**src/rtl/calibration_map_region_checker_core_assert.svh**
```systemverilog
// Assertion macros for the calibration map region checker.
// Both forms sample on clk and are disabled while arst_n is low.
`ifndef CALIBRATION_MAP_REGION_CHECKER_CORE_ASSERT_SVH
`define CALIBRATION_MAP_REGION_CHECKER_CORE_ASSERT_SVH
`ifndef SYNTHESIS
`define CMRC_ASSERT_SAME(label, ante, cons) \
	label: assert property (@(posedge clk) disable iff (!arst_n) (ante) |-> (cons)) \
		else $error("cmrc assertion failed");
`define CMRC_ASSERT_NEXT(label, ante, cons) \
	label: assert property (@(posedge clk) disable iff (!arst_n) (ante) |=> (cons)) \
		else $error("cmrc assertion failed");
`else
`define CMRC_ASSERT_SAME(label, ante, cons)
`define CMRC_ASSERT_NEXT(label, ante, cons)
`endif
`endif

```
**src/rtl/cmrc_pkg.sv**
```systemverilog
`timescale 1ns / 1ps
package cmrc_pkg;

	localparam int IMAGE_BYTES  = 8192;
	localparam int REGION_COUNT = 8;
	localparam int REGION_W     = 3;
	localparam int ADDR_W       = 13;
	localparam int BYTE_W       = 8;
	localparam int CAT_W        = 6;
	localparam int DATA_W       = 24;
	localparam logic [BYTE_W-1:0] FLAG_OK = 8'h01;

	typedef logic [ADDR_W-1:0]   addr_t;
	typedef logic [BYTE_W-1:0]   byte_t;
	typedef logic [REGION_W-1:0] region_t;

	typedef enum logic [1:0] {
		ROLE_NONE,
		ROLE_SUM,
		ROLE_CSUM,
		ROLE_FLAG
	} role_t;

	localparam addr_t REGION_FIRST [REGION_COUNT] = '{
		13'h001, 13'h00D, 13'h01B, 13'h029, 13'h713, 13'hD37, 13'hD9F, 13'h100D};
	localparam addr_t REGION_FINAL [REGION_COUNT] = '{
		13'h007, 13'h012, 13'h026, 13'h710, 13'hA8C, 13'hD9C, 13'hDC4, 13'h180C};
	localparam addr_t REGION_CSUM [REGION_COUNT] = '{
		13'h009, 13'h013, 13'h027, 13'h711, 13'hA8D, 13'hD9D, 13'hDD5, 13'h180D};
	localparam addr_t REGION_FLAG [REGION_COUNT] = '{
		13'h000, 13'h00C, 13'h01A, 13'h028, 13'h712, 13'hD36, 13'hD9E, 13'h100C};

	typedef struct packed {
		role_t   role;
		region_t region;
	} dec_t;

	typedef struct packed {
		logic    vld;
		logic    last;
		role_t   role;
		region_t region;
		byte_t   value;
	} upd_t;

	typedef struct packed {
		logic                    vld;
		logic [REGION_COUNT-1:0] csum_fail;
		logic [REGION_COUNT-1:0] flag_fail;
	} res_t;

	// per-region failure to category: AF, AWB, LSC, PDAF (SPC|DCC), OIS, dual
	function automatic logic [CAT_W-1:0] category(input logic [REGION_COUNT-1:0] bad);
		logic [CAT_W-1:0] cat;
		cat[0] = bad[1];
		cat[1] = bad[2];
		cat[2] = bad[3];
		cat[3] = bad[4] | bad[5];
		cat[4] = bad[6];
		cat[5] = bad[7];
		return cat;
	endfunction

endpackage

```
**src/rtl/calibration_map_region_checker_core.sv**
```systemverilog
`timescale 1ns / 1ps
// channel   dir  handshake                      payload
// s_axis    in   s_axis_tvalid / s_axis_tready  tdata: byte_address, byte_value; tlast: last_byte
// m_axis    out  m_axis_tvalid / m_axis_tready  tdata: checksum_fail, flag_fail, category_invalid
//
// One input word per cycle; each word does its region memory read-modify-write in stage s1.
// m_axis_tvalid rises once the last word has passed through upd_s1 and then the output register.
// Only a last word is held off: in the cycle its predecessor's result is formed, and while
// a result waits unread. Other words are taken every cycle.
// Reset clears the per-entry valid bits and status flops at once; no clearing pass.
// After each result all region state is dropped in the same cycle.
module calibration_map_region_checker_core
	import cmrc_pkg::*;
(
	input  logic              clk,
	input  logic              arst_n,
	input  logic              s_axis_tvalid,
	output logic              s_axis_tready,
	input  logic [DATA_W-1:0] s_axis_tdata,  // [12:0] byte_address, [20:13] byte_value
	input  logic              s_axis_tlast,
	output logic              m_axis_tvalid,
	input  logic              m_axis_tready,
	output logic [DATA_W-1:0] m_axis_tdata   // [7:0] checksum_fail, [15:8] flag_fail,
	                                         // [21:16] category_invalid
);

	`include "calibration_map_region_checker_core_assert.svh"

	logic                    accept;
	dec_t                    dec;
	upd_t                    upd;
	res_t                    res;
	logic                    out_vld_q;
	logic [DATA_W-1:0]       out_data_q;
	logic [REGION_COUNT-1:0] bad;

	assign accept = s_axis_tvalid && s_axis_tready;

	cmrc_decode u_decode (
		.addr (s_axis_tdata[ADDR_W-1:0]),
		.dec  (dec)
	);

	assign upd.vld    = accept;
	assign upd.last   = s_axis_tlast;
	assign upd.role   = dec.role;
	assign upd.region = dec.region;
	assign upd.value  = s_axis_tdata[ADDR_W+BYTE_W-1:ADDR_W];

	cmrc_region_ram u_region_ram (
		.clk    (clk),
		.arst_n (arst_n),
		.upd    (upd),
		.res    (res)
	);

	// only a last word needs the output register free next cycle
	assign s_axis_tready = !(s_axis_tlast && (res.vld || (out_vld_q && !m_axis_tready)));

	assign bad = res.csum_fail | res.flag_fail;

	always_ff @(posedge clk or negedge arst_n) begin
		if (!arst_n) begin
			out_vld_q <= 1'b0;
		end else if (res.vld) begin
			out_vld_q <= 1'b1;
		end else if (m_axis_tready) begin
			out_vld_q <= 1'b0;
		end
	end

	always_ff @(posedge clk) begin
		if (res.vld) begin
			out_data_q <= {2'b00, category(bad), res.flag_fail, res.csum_fail};
		end
	end

	assign m_axis_tvalid = out_vld_q;
	assign m_axis_tdata  = out_data_q;

	`CMRC_ASSERT_SAME(a_res_has_room, res.vld, !m_axis_tvalid || m_axis_tready)
	`CMRC_ASSERT_NEXT(a_last_gives_res, accept && s_axis_tlast, res.vld)
	`CMRC_ASSERT_SAME(a_pdaf_cat, m_axis_tvalid,
		m_axis_tdata[19] == (m_axis_tdata[4] | m_axis_tdata[5] | m_axis_tdata[12] |
			m_axis_tdata[13]))

endmodule

```
**src/rtl/cmrc_decode.sv**
```systemverilog
`timescale 1ns / 1ps
module cmrc_decode
	import cmrc_pkg::*;
(
	input  addr_t addr,
	output dec_t  dec
);

	logic in_image;

	assign in_image = {19'd0, addr} < 32'(IMAGE_BYTES);

	// regions and their checksum/flag addresses never overlap: at most one hit
	always_comb begin
		dec.role   = ROLE_NONE;
		dec.region = '0;
		for (int r = 0; r < REGION_COUNT; r++) begin
			if (addr >= REGION_FIRST[r] && addr <= REGION_FINAL[r]) begin
				dec.role   = ROLE_SUM;
				dec.region = REGION_W'(r);
			end else if (addr == REGION_CSUM[r]) begin
				dec.role   = ROLE_CSUM;
				dec.region = REGION_W'(r);
			end else if (addr == REGION_FLAG[r]) begin
				dec.role   = ROLE_FLAG;
				dec.region = REGION_W'(r);
			end
		end
		if (!in_image) begin
			dec.role = ROLE_NONE;
		end
	end

endmodule

```
**src/rtl/cmrc_region_ram.sv**
```systemverilog
`timescale 1ns / 1ps
module cmrc_region_ram
	import cmrc_pkg::*;
(
	input  logic clk,
	input  logic arst_n,
	input  upd_t upd,
	output res_t res
);

	typedef struct packed {
		byte_t sum;
		byte_t csum;
	} entry_t;

	entry_t mem [REGION_COUNT];

	upd_t   upd_s1;
	entry_t rd_data_s1;

	logic [REGION_COUNT-1:0] entry_vld_q;
	logic [REGION_COUNT-1:0] csum_mis_q;
	logic [REGION_COUNT-1:0] flag_ok_q;
	logic                    fwd_vld_q;
	region_t                 fwd_region_q;
	entry_t                  fwd_data_q;

	entry_t                  cur;
	entry_t                  nxt;
	logic                    wr_en;
	logic [REGION_COUNT-1:0] csum_mis_nxt;
	logic [REGION_COUNT-1:0] flag_ok_nxt;

	// read issued at accept, data lands with the word in s1
	always_ff @(posedge clk) begin
		rd_data_s1 <= mem[upd.region];
	end

	always_ff @(posedge clk) begin
		if (wr_en) begin
			mem[upd_s1.region] <= nxt;
		end
	end

	always_ff @(posedge clk or negedge arst_n) begin
		if (!arst_n) begin
			upd_s1 <= '0;
		end else begin
			upd_s1 <= upd;
		end
	end

	// last cycle's write is not yet visible on the read port; invalid entries read as zero
	always_comb begin
		if (fwd_vld_q && fwd_region_q == upd_s1.region) begin
			cur = fwd_data_q;
		end else if (entry_vld_q[upd_s1.region]) begin
			cur = rd_data_s1;
		end else begin
			cur = '0;
		end
	end

	always_comb begin
		nxt = cur;
		unique case (upd_s1.role)
			ROLE_SUM:  nxt.sum  = cur.sum + upd_s1.value;
			ROLE_CSUM: nxt.csum = upd_s1.value;
			ROLE_FLAG,
			ROLE_NONE: nxt = cur;
			default:   nxt = cur;
		endcase
	end

	assign wr_en = upd_s1.vld && (upd_s1.role == ROLE_SUM || upd_s1.role == ROLE_CSUM);

	always_comb begin
		csum_mis_nxt = csum_mis_q;
		flag_ok_nxt  = flag_ok_q;
		if (wr_en) begin
			csum_mis_nxt[upd_s1.region] = nxt.sum != nxt.csum;
		end
		if (upd_s1.vld && upd_s1.role == ROLE_FLAG) begin
			flag_ok_nxt[upd_s1.region] = upd_s1.value == FLAG_OK;
		end
	end

	assign res.vld       = upd_s1.vld && upd_s1.last;
	assign res.csum_fail = csum_mis_nxt;
	assign res.flag_fail = ~flag_ok_nxt;

	always_ff @(posedge clk or negedge arst_n) begin
		if (!arst_n) begin
			entry_vld_q <= '0;
			csum_mis_q  <= '0;
			flag_ok_q   <= '0;
			fwd_vld_q   <= 1'b0;
		end else if (res.vld) begin
			// image done: drop every entry at once
			entry_vld_q <= '0;
			csum_mis_q  <= '0;
			flag_ok_q   <= '0;
			fwd_vld_q   <= 1'b0;
		end else begin
			if (wr_en) begin
				entry_vld_q[upd_s1.region] <= 1'b1;
			end
			csum_mis_q <= csum_mis_nxt;
			flag_ok_q  <= flag_ok_nxt;
			fwd_vld_q  <= wr_en;
		end
	end

	always_ff @(posedge clk) begin
		fwd_region_q <= upd_s1.region;
		fwd_data_q   <= nxt;
	end

endmodule

```
**config.mk**
```make
export PLATFORM = sky130hd
export DESIGN_NAME = calibration_map_region_checker_core
export DESIGN_NICKNAME = d
export VERILOG_FILES = /design/src/rtl/cmrc_pkg.sv /design/src/rtl/calibration_map_region_checker_core.sv /design/src/rtl/cmrc_decode.sv /design/src/rtl/cmrc_region_ram.sv
export VERILOG_INCLUDE_DIRS = /design/src /design/src/rtl
export SDC_FILE = /design/constraint.sdc
export NUM_CORES = 1
export LEC_CHECK = 0
export ABC_AREA = 1
export BUFFER_PORTS_ARGS = -buffer_cell sky130_fd_sc_hd__buf_2
export CORE_MARGIN = 5
export CORE_UTILIZATION = 45
export CTS_BUF_LIST = sky130_fd_sc_hd__clkbuf_16
export DETAILED_ROUTE_END_ITERATION = 12
export PLACE_DENSITY = 0.6
export REMOVE_ABC_BUFFERS = 1
export SKIP_LAST_GASP = 1
export SYNTH_ARGS = -nofsm -noshare
export SYNTH_HDL_FRONTEND = slang
export SYNTH_SLANG_ARGS = --single-unit
```
**constraint.sdc**
```tcl
create_clock -name clk -period 6.4 [get_ports clk]
set_input_delay 0.64 -clock clk [delete_from_list [all_inputs] [get_ports clk]]
set_output_delay 0.64 -clock clk [all_outputs]
set_load 0.01 [all_outputs]
```
==> reports/results.ini, run 1 <==
[grt]
track_usage_pct=18.33
antenna_found_initial=0
grt-ovfl-total=0
first_global_vias=8054
grt_max_degree=82
grt_pass1_wl_mm=41.92

[min_path]
min_path_type=in -> reg
hold_start=s_axis_tdata[15]

[timing]
setup_ws_ns=2.247
fin_worst_skew_ns=0.006656
fin_hold_ws_ns=0.2324
fmax_mhz=240.8
maxSlewViolCount=0
hold_violations=0
slew_headroom_pct=28.46
setup_viol=0
final.setup.tns_ns=0
timing.final.crit_share_pct=64.90
tightest_slew_ns=1.072
rsz0062_at_grt=false
period_needed_ns=4.153

[synthesis]
postSynthAreaPerCell_um2=8.711
yosys_warnings=0
async_flop_share_pct=18.14
synth_edf_count=150
synth_cell_types=52
syn_inst=1285
dominantRegCellSynth=edfxtp_1
syn-cell-area_um2=11190
ys_seq_area_share_pct=55.67
ys_ff_latch=226

[critical_path]
crit_start=u_region_ram.upd_s1[8]
worst_setup_path_end_kind=flip-flop
arrival_ns=4.42
cp_max_fo=25
crit_required_ns=6.66
crit-reg2reg-launch=u_region_ram.upd_s1[8]
worstSetupPathType=reg -> reg
cp-start-kind=flip-flop

[cells_and_area]
drive_gt1_share_pct=12.26
post-route-cell-area_um2=12430
nNetsFinal=1368
area_growth_pct=11.03
antenna_cells=0

[pwr]
p_leak_nw=5.860
cellPowerDensity_nw_per_um2=290.7
peakVddDrop_mv=0.2118

[clocking]
numCtsBuffers=25
insertion_delay_ns=0.51
cts_hold_buf=0
path_clk_slew_ns=0.06
cts.sinks=226
cts_resized=0
htreeDepth=1
post_cts_buffers=0
cts-root-buf=clkbuf_16
cts_tree=built
cts.path.max_buffers=3

[route]
vias=8289
drtIter0Drc=691
drcViolationCount=0
drt-total-wl_mm=25.72
postRouteAntennaNets=0
drt_first_pass_iters=5
routed_via_density=4.963
wl_per_cell_um=15.40

[floorplanning]
fp.dieW_um=167.7
core_um2=24390
dieArea_um2=28130
initial_core_util_pct=45.89
ios=55
die-height_um=167.7
rows=57

[place]
placed_area_um2=11660
pre_cts_ws_ns=2.202
place_congestion=0.9208
dp_hpwl_mm=16.15
portBuffers=49

[flow_run]
drv_cap=0

[outcome]
outcome=finished, final reports clean

state kept, by name, indices dropped and copies added (netlist names):
register                   flops
u_region_ram.fwd_region_q      3
u_region_ram.fwd_data_q       16
u_region_ram.upd_s1           15
u_region_ram.mem             128
m_axis_tvalid                  1
u_region_ram.rd_data_s1       16
m_axis_tdata                  22
u_region_ram.flag_ok_q         8
u_region_ram.csum_mis_q        8
u_region_ram.entry_vld_q       8
u_region_ram.fwd_vld_q         1
cell usage after synthesis (8+ instances only):
cell / number / share of area [%]
a21oi_1: 11 / 0.49
buf_2: 15 / 0.67
buf_4: 13 / 0.87
clkbuf_1: 8 / 0.27
dfrtp_1: 41 / 9.2
dfxtp_1: 35 / 6.3
edfxtp_1: 150 / 40
ha_1: 10 / 1.1
inv_1: 218 / 7.3
inv_2: 16 / 0.54
nand2_1: 370 / 12
nand3_1: 92 / 4.1
nand4_1: 64 / 3.6
nor2_1: 101 / 3.4
nor3_1: 18 / 0.80
o21ai_0: 18 / 0.80
o21ai_1: 20 / 0.89
final timing paths:
| kind | endpoint | slack [ns] | cells after the start |
|---|---|---|---|
| min in group asynchronous | u_region_ram.upd_s1[5] | 0.30 | 1 |
| hold / removal | u_region_ram.upd_s1[2] | 0.23 | 1 |
| setup reg to reg | m_axis_tdata[20] | 2.25 | 21 |
| max in group asynchronous | m_axis_tvalid | 5.47 | 1 |
| setup / recovery | m_axis_tdata[20] | 2.25 | 21 |
| hold reg to reg | u_region_ram.fwd_vld_q | 0.44 | 1 |
kinds of logic after synthesis:
group / synth area share [%]
buffers and inverters: 10.55
DFF: 55.67
xor gates and xnor gates: 0.2348
adders and majority gates: 1.297
and+or+nand+nor: 27.42
other: 0.03350
AOI/OAI and AO/OA: 4.796
power by group:
part           internal [mW]  switching [mW]  total [mW]
clock network          0.787           0.554        1.34
logic                  0.159           0.379       0.537
registers               1.70          0.0348        1.73
total                   2.64           0.968        3.61
through the flow:
step / power (mW) / util [%] / cells
6_report: 3.612 / 50.95 / 1670
3_5_place_dp: 2.304 / 47.81 / 1625
3_3_place_gp: 2.295 / 47.81 / 1625
2_1_floorplan: 2.132 / - / 1240
5_1_grt: 3.793 / 50.95 / 1670
4_1_cts: 3.645 / 50.95 / 1670
final cells by class:
| class | count | area [um^2] |
|---|---|---|
| tap | 324 | 405.4 |
| timing repair buffer | 61 | 335.3 |
| fill | 2304 | 11960 |
| sequential | 226 | 6231 |
| clock buffer | 25 | 625.6 |
| inverter | 236 | 888.4 |
| clock inverter | 20 | 140.1 |
| multi-input combinational | 778 | 3802 |
critical path, stage by stage, from the launching register on:
cell	delay [ns]
dfrtp_1	0.58
inv_4	0.12
a21boi_2	0.15
nand2_2	0.09
nor2_8	0.33
nor2_1	0.08
nand2_1	0.07
nand2_1	0.10
ha_1	0.24
fa_1	0.44
nand3_1	0.10
nand2_1	0.07
xnor2_1	0.14
or2_2	0.27
nand2_1	0.25
nand2_1	0.09
nand2_1	0.10
nand2_1	0.09
nor2_4	0.18
nand2_4	0.16
o21bai_4	0.18
nand2_1	0.06
cell usage in the layout (no fill, tap or decap), types with 5 or more instances in the layout:
cell / instances
a21oi_1: 11
a21oi_2: 5
a31oi_1: 5
buf_2: 49
buf_4: 12
clkbuf_16: 25
clkinv_1: 7
clkinv_2: 6
dfrtp_1: 41
dfxtp_1: 35
edfxtp_1: 150
ha_1: 10
inv_1: 223
inv_2: 16
nand2_1: 370
nand2_2: 6
nand3_1: 92
nand4_1: 64
nor2_1: 94
nor2_2: 10
nor2_4: 6
nor3_1: 18
o21ai_0: 18
o21ai_1: 20
o21bai_4: 5
or2_2: 7
routing by layer:
layer  GRT usage [%]  part of all wire, %  vias to the layer above
li1                -                    -                     4197
met1           24.83                   45                     3872
met2           31.59                   48                      181
met3           2.405                  4.3                       39
met4           4.234                  1.9                        0
met5               0                    0                        -
Power figures use the tool's default switching activity.
==> inputs of run 2 (changes only) <==
Settings changed: PLACE_DENSITY 0.6 to 0.62.
Clock period 6.4 ns to 3.35 ns, I/O delays scaled along.
==> run 2 against run 1 <==
  * Die area unchanged
  * Setup slack worse by 2.3 ns
  * The run now ends with hold timing, setup timing left
  * Wire length rose by 2.6%
  * Cell area rose by 6.8%
==> reports/results.ini, run 2 (synthesized netlist as in run 1, its figures left out) <==
[critical_path]
cp_max_fo=6  ; -76%
worst_setup_path_end_kind=flip-flop
path_cells=buf_6 -> nand2_2 -> nand2_2 -> nand2_1 -> nand2_1 -> nand2_2 -> nand2_4 -> nand2_1 -> nand2_1 -> ha_2 -> fa_2 -> nand3_1 -> nand2_1 -> xnor2_1 -> or2_2 -> nand2_1 -> nand2_1 -> nand2_1 -> nand2_2 -> nor2_4 -> nand2_8 -> o21bai_4 -> nand2_1
crit_path_frequent_cell=nand2_1
critPathMaxStageDelay_ns=0.47  ; -0.11 ns
crit_buf_inv=1  ; unchanged
crit_required_ns=3.62  ; -3.04 ns
cpLargestDelayFamily=simple AND/OR/NAND/NOR gates
worstSetupPathType=reg -> reg
slowest_stage=dfrtp_2
cp-start-kind=flip-flop
arrival_ns=3.64  ; -0.78 ns

[route]
vias=8681  ; +4.7%
wl_per_cell_um=15.10  ; -2.0%
postRouteAntennaNets=0  ; unchanged
drtIter0Drc=583  ; -16%
drt-total-wl_mm=26.38  ; +2.6%
drcViolationCount=0  ; unchanged
routed_via_density=4.969  ; +0.11%
drt_first_pass_iters=5  ; unchanged

[cells_and_area]
nFillCells=2246  ; -2.5%
max_flop_register=u_region_ram.mem
final_common_cell=nand2_1
largest_reg_flops=128  ; unchanged
nNetsFinal=1445  ; +5.6%
area_growth_pct=18.59
final_cells=1747  ; +4.6%
post-route-cell-area_um2=13270  ; +6.8%
drive_gt1_share_pct=18.97  ; +6.7 points
antenna_cells=0  ; unchanged
layout_common_cells=nand2_1, inv_1, edfxtp_1, nor2_1, nand3_1

[grt]
first_global_vias=8478  ; +5.3%
grt-ovfl-total=0  ; unchanged
antenna_found_initial=0  ; unchanged
track_usage_pct=18.76  ; +0.42 points
grt_pass1_wl_mm=43.12  ; +2.8%
grt_max_degree=49  ; -40%

[timing]
setup_viol=4  ; +4
fin_hold_ws_ns=-0.009885  ; -0.2422 ns
hold_violations=5  ; +5
fmax_mhz=296.3  ; +23%
maxSlewViolCount=0  ; unchanged
rsz0062_at_grt=true
tightest_slew_ns=1.023  ; -0.04915 ns
timing.final.crit_share_pct=100.7  ; +36 points
setup_ws_ns=-0.02486  ; -2.271 ns
fin_worst_skew_ns=0.007316  ; +0.0006591 ns
slew_headroom_pct=31.81  ; +3.4 points
period_needed_ns=3.375  ; -0.7785 ns

[place]
portBuffers=49  ; unchanged
dp_hpwl_mm=16.84  ; +4.3%
place_congestion=0.8826  ; -4.1%
pre_cts_ws_ns=-0.2021  ; -2.404 ns
placed_area_um2=12060  ; +3.4%
place_inst=1676  ; +3.1%

[floorplanning]
die-height_um=167.7  ; unchanged
ios=55  ; unchanged
fp.dieW_um=167.7  ; unchanged
dieArea_um2=28130  ; unchanged
rows=57  ; unchanged
core_um2=24390  ; unchanged
initial_core_util_pct=45.89  ; unchanged

[clocking]
numCtsBuffers=24  ; -4.0%
path_clk_slew_ns=0.05  ; about the same
htreeDepth=1  ; unchanged
cts-root-buf=clkbuf_16
cts.path.max_buffers=3  ; unchanged
insertion_delay_ns=0.52  ; about the same
cts.sinks=226  ; unchanged
cts_tree=built

[outcome]
violations=hold timing, setup timing
outcome=finished, violations left

[pwr]
cellPowerDensity_nw_per_um2=539.8  ; +86%
peakVddDrop_mv=0.4127  ; +95%
p_total_mw=7.166  ; +98%
p_leak_nw=6.258  ; +6.8%

[min_path]
min_path_type=in -> async

[flow_run]
drv_cap=0  ; unchanged

==> run 2: cell types whose count changed in the layout (fill, tap and decap cells not counted), moves of 5 or more <==
cell,change
nand3_2,+6
nand2_2,+11
buf_6,+5
nand3_1,-6
ha_4,+5
ha_1,-6
nand2_1,-15
dlygate4sd3_1,+9
buf_4,+62
==> run 2: final cells by class <==
type                       instances  area (um^2)  share of cell area (%)
clock inverter                    20        175.2                   1.320
tap                              324        405.4                   3.054
inverter                         236        888.4                   6.692
clock buffer                      24        600.6                   4.524
sequential                       226         6233                   46.96
timing repair buffer             139        982.2                   7.399
multi-input combinational        778         3989                   30.05
==> run 2: worst paths after layout <==
kind	from	to	slack (ns)	depth (start not counted)
min in group clk	s_axis_tvalid	u_region_ram.upd_s1[14]	0.06	2
min reg2reg	u_region_ram.upd_s1[13]	u_region_ram.fwd_vld_q	0.43	1
max in group asynchronous	arst_n	u_region_ram.upd_s1[8]	2.66	1
max reg2reg	u_region_ram.upd_s1[8]	m_axis_tdata[16]	-0.02	23
max	u_region_ram.upd_s1[8]	m_axis_tdata[16]	-0.02	23
min	arst_n	u_region_ram.csum_mis_q[2]	-0.01	1
==> run 2: report_power, final <==
group          switching (mW)  internal (mW)
sequential             0.0679           3.25
clock                    1.05           1.53
combinational           0.796          0.472
==> run 2: timing repair <==
action | 4_1_cts | 5_1_grt
hold buffers | 9 | 0
gates resized for setup | 27 | 27
pin swaps | 11 | 23
endpoints found under the setup margin | 20 | 22
buffers inserted | 15 | 3
hold endpoints to repair | 9 | 0
==> run 2: per-stage QoR <==
step | setup TNS [ns] | hold slack (ns) | utilization, %
after floorplan | -1.315 | 0.03941 | -
after global placement | -2.008 | 0.4331 | 49.44
after detailed placement | -2.665 | 0.4313 | 49.44
after CTS | 0 | 0.03589 | 53.95
after global routing | -3.628 | 0.05991 | 54.42
final | -0.04623 | -0.009885 | 54.42
==> run 2: worst reg2reg max path, stage by stage, from the launching register on <==
cell	delay [ns]
dfrtp_2	0.47
buf_6	0.15
nand2_2	0.06
nand2_2	0.04
nand2_1	0.05
nand2_1	0.06
nand2_2	0.09
nand2_4	0.09
nand2_1	0.07
nand2_1	0.07
ha_2	0.19
fa_2	0.34
nand3_1	0.08
nand2_1	0.08
xnor2_1	0.14
or2_2	0.27
nand2_1	0.08
nand2_1	0.06
nand2_1	0.07
nand2_2	0.08
nor2_4	0.21
nand2_8	0.13
o21bai_4	0.19
nand2_1	0.06
==> run 2: metal layers <==
layer	track usage, %	wire length [um]
met5	0	0
met1	25.30	11860
met4	5.363	718
met3	2.216	1095
met2	32.12	12700
==> inputs of run 3 (changes only) <==
Settings changed: ABC_AREA 1 to not set, PLACE_DENSITY 0.62 to 0.6, SKIP_LAST_GASP 1 to not set.
Clock period 3.35 ns to 3.15 ns, I/O delays scaled along.
==> run 3 against run 2 <==
  * The run still ends with hold timing, setup timing left
  * Critical path depth decreased by 8
  * Cell area decreased by 7.6%
  * Count of clock-buffer cells in the layout increased by 1
  * Register-to-register slack got worse by 0.84 ns
  * Synthesized cell count decreased by 43%
  * Critical endpoint is now m_axis_tdata[18]
  * Highest routed layer unchanged
==> reports/results.ini, run 3 <==
[cells_and_area]
largest_reg_flops=128  ; unchanged
nNetsFinal=913  ; -37%
nFillCells=1629  ; -27%
post-route-cell-area_um2=12270  ; -7.6%
area_growth_pct=25.80
final_cells=1166  ; -33%
max_flop_register=u_region_ram.mem
drive_gt1_share_pct=28.28  ; +9.3 points
antenna_cells=0  ; unchanged
layout_common_cells=edfxtp_1, buf_4, mux2i_1, nor2_1, buf_2
utilization_pct=58.01  ; +3.6 points
final_common_cell=edfxtp_1

[timing]
final.setup.tns_ns=-21.58  ; -21.53 ns
timing.final.crit_share_pct=127.4  ; +27 points
tightest_slew_ns=1.031  ; +0.008436 ns
setup_ws_ns=-0.8644  ; -0.8396 ns
slew_headroom_pct=31.25  ; -0.56 points
period_needed_ns=4.014  ; +0.6396 ns
hold_violations=15  ; +10
maxSlewViolCount=0  ; unchanged
fin_hold_ws_ns=-0.008066  ; +0.001819 ns
rsz0062_at_grt=true
fmax_mhz=249.1  ; -16%
fin_worst_skew_ns=0.01165  ; +0.004336 ns
setup_viol=50  ; +46

[route]
drtIter0Drc=391  ; -33%
wl_per_cell_um=20.00  ; +32%
routed_via_density=5.655  ; +14%
drt-total-wl_mm=23.32  ; -12%
drcViolationCount=0  ; unchanged
vias=6594  ; -24%
drt_first_pass_iters=5  ; unchanged
postRouteAntennaNets=0  ; unchanged

[pwr]
p_leak_nw=4.722  ; -25%
peakVddDrop_mv=0.3950  ; -4.3%
cellPowerDensity_nw_per_um2=635.6  ; +18%

[grt]
first_global_vias=6576  ; -22%
grt-ovfl-total=0  ; unchanged
antenna_found_initial=0  ; unchanged
grt_pass1_wl_mm=35.92  ; -17%
track_usage_pct=18.58  ; -0.18 points
grt_max_degree=42  ; -14%

[critical_path]
crit_path_frequent_cell=a21o_1
cp_max_fo=6  ; unchanged
critPathMaxStageDelay_ns=0.55  ; +0.08 ns
arrival_ns=4.23  ; +0.59 ns
cp-start-kind=flip-flop
path_cells=mux2i_1 -> mux4_2 -> nor3b_2 -> a21o_1 -> ha_1 -> a21o_1 -> a221oi_2 -> nand2b_1 -> xor2_1 -> mux2_4 -> xor2_2 -> nor4_4 -> buf_4 -> buf_12 -> a31oi_1
slowest_stage=mux4_2
worstSetupPathType=reg -> reg
crit_required_ns=3.37  ; -0.25 ns
worst_setup_path_end_kind=flip-flop

[place]
portBuffers=49  ; unchanged
place_inst=1095  ; -35%
dp_hpwl_mm=14.75  ; -12%
placed_area_um2=10780  ; -11%
place_congestion=0.8541  ; -3.2%

[clocking]
numCtsBuffers=24  ; unchanged
cts.sinks=226  ; unchanged
cts-root-buf=clkbuf_16
path_clk_slew_ns=0.06  ; about the same
insertion_delay_ns=0.51  ; about the same
htreeDepth=1  ; unchanged
cts.path.max_buffers=3  ; unchanged
cts_tree=built

[synthesis]
synth_area_leaders=edfxtp_1, dfrtp_1, dfxtp_1, mux2i_1, a211oi_1
synth_edf_count=150  ; unchanged
ys_ff_latch=226  ; unchanged
syn-cell-area_um2=9754  ; -13%
yosys.area.top_type_share_pct=46.18  ; +5.9 points
synth_cell_types=74  ; +42%
postSynthAreaPerCell_um2=13.22  ; +52%
synth.most_common_cell=edfxtp_1
dominantRegCellSynth=edfxtp_1
ys_seq_area_share_pct=63.88  ; +8.2 points
synth.largest_area_cell=edfxtp_1
yosys_warnings=0  ; unchanged
syn_inst=738  ; -43%
synthTopCellsByCount=edfxtp_1, mux2i_1, nor2_1
async_flop_share_pct=18.14  ; unchanged

[floorplanning]
die-height_um=157.2  ; -6.3%
dieArea_um2=24720  ; -12%
ios=55  ; unchanged
core_um2=21150  ; -13%
fp.dieW_um=157.2  ; -6.3%
initial_core_util_pct=46.11  ; +0.22 points
rows=53  ; -7.0%

[outcome]
outcome=finished, violations left
violations=hold timing, setup timing

[min_path]
min_path_type=in -> async

[flow_run]
drv_cap=0  ; unchanged

==> run 3: cell count changes after synthesis, sizes merged, moves of 20 or more <==
cell | before | now
a211oi | 1 | 46
a22o | 0 | 21
buf | 38 | 18
inv | 235 | 21
mux2i | 0 | 61
nand2 | 378 | 27
nand3 | 95 | 10
nand4 | 64 | 3
nor2 | 111 | 56
o21ai | 38 | 18
==> run 3: worst paths after layout <==
check,slack (ns),cells past startpoint,start,to
min,-0.008,1,arst_n,u_region_ram.csum_mis_q[3]
max,-0.86,15,u_region_ram.upd_s1[10],m_axis_tdata[18]
max reg2reg,-0.86,15,u_region_ram.upd_s1[10],m_axis_tdata[18]
min reg2reg,0.43,1,u_region_ram.upd_s1[13],u_region_ram.fwd_vld_q
max in group asynchronous,2.45,1,arst_n,u_region_ram.upd_s1[10]
min in group clk,0.02,2,s_axis_tvalid,u_region_ram.upd_s1[14]
==> run 3: cell families after synthesis <==
family / share of synthesized area, %
compound gates: 11.26
xor+xnor: 1.770
fa+ha+maj: 1.488
buf+inv: 3.399
flops: 63.88
mux: 6.721
other cells: 0.03844
simple gates: 11.44
==> run 3: repair_timing <==
action,CTS,global route
setup endpoints to repair,73,65
setup buffers,11,3
hold buffers,9,0
gates resized for setup,50,23
pin swaps,22,13
hold endpoints to repair,9,0
cloned,5,1
==> run 3: where the power goes <==
| group | internal (mW) | total, mW | switching [mW] |
|---|---|---|---|
| logic | 0.621 | 1.31 | 0.693 |
| registers | 3.44 | 3.53 | 0.0866 |
| clock network | 1.85 | 2.96 | 1.11 |
| total | 5.91 | 7.80 | 1.89 |
==> run 3: per-stage QoR <==
stage	power, mW	worst slack [ns]	hold slack [ns]
global placement	4.581	-0.8949	0.4206
detailed placement	4.611	-1.017	0.4164
CTS	7.758	-0.8571	0.008140
finish	7.799	-0.8644	-0.008066
global route	8.083	-0.9708	0.01388
floorplan	4.196	-8.393	0.01941
==> run 3: final cells by class <==
class	instances	area (um^2)	share of cell area, %
sequential	226	6232	50.79
inverter	21	78.83	0.6424
timing repair buffer	151	1216	9.911
clock inverter	19	226.5	1.846
tap	275	344.1	2.804
clock buffer	25	625.6	5.098
multi-input combinational	449	3547	28.91
==> run 3: critical path: cells and delay by family (launching register included) <==
| kind | cells | cell delay [ns] |
|---|---|---|
| XOR/XNOR | 2 | 0.32 |
| multiplexers | 3 | 0.99 |
| buffers and inverters | 2 | 0.34 |
| flip-flops | 1 | 0.46 |
| AND/OR/NAND/NOR | 3 | 0.70 |
| AO/OA/AOI/OAI | 4 | 0.68 |
| adder cells (fa/ha/maj) | 1 | 0.24 |
==> run 3: layer usage <==
metal / track usage (%) / vias to the layer above / routed length (um)
met2: 31.71 / 195 / 11690
met5: 0 / - / 0
met4: 4.834 / 0 / 480
li1: - / 3081 / -
met3: 2.475 / 44 / 962
met1: 25.27 / 3274 / 10190
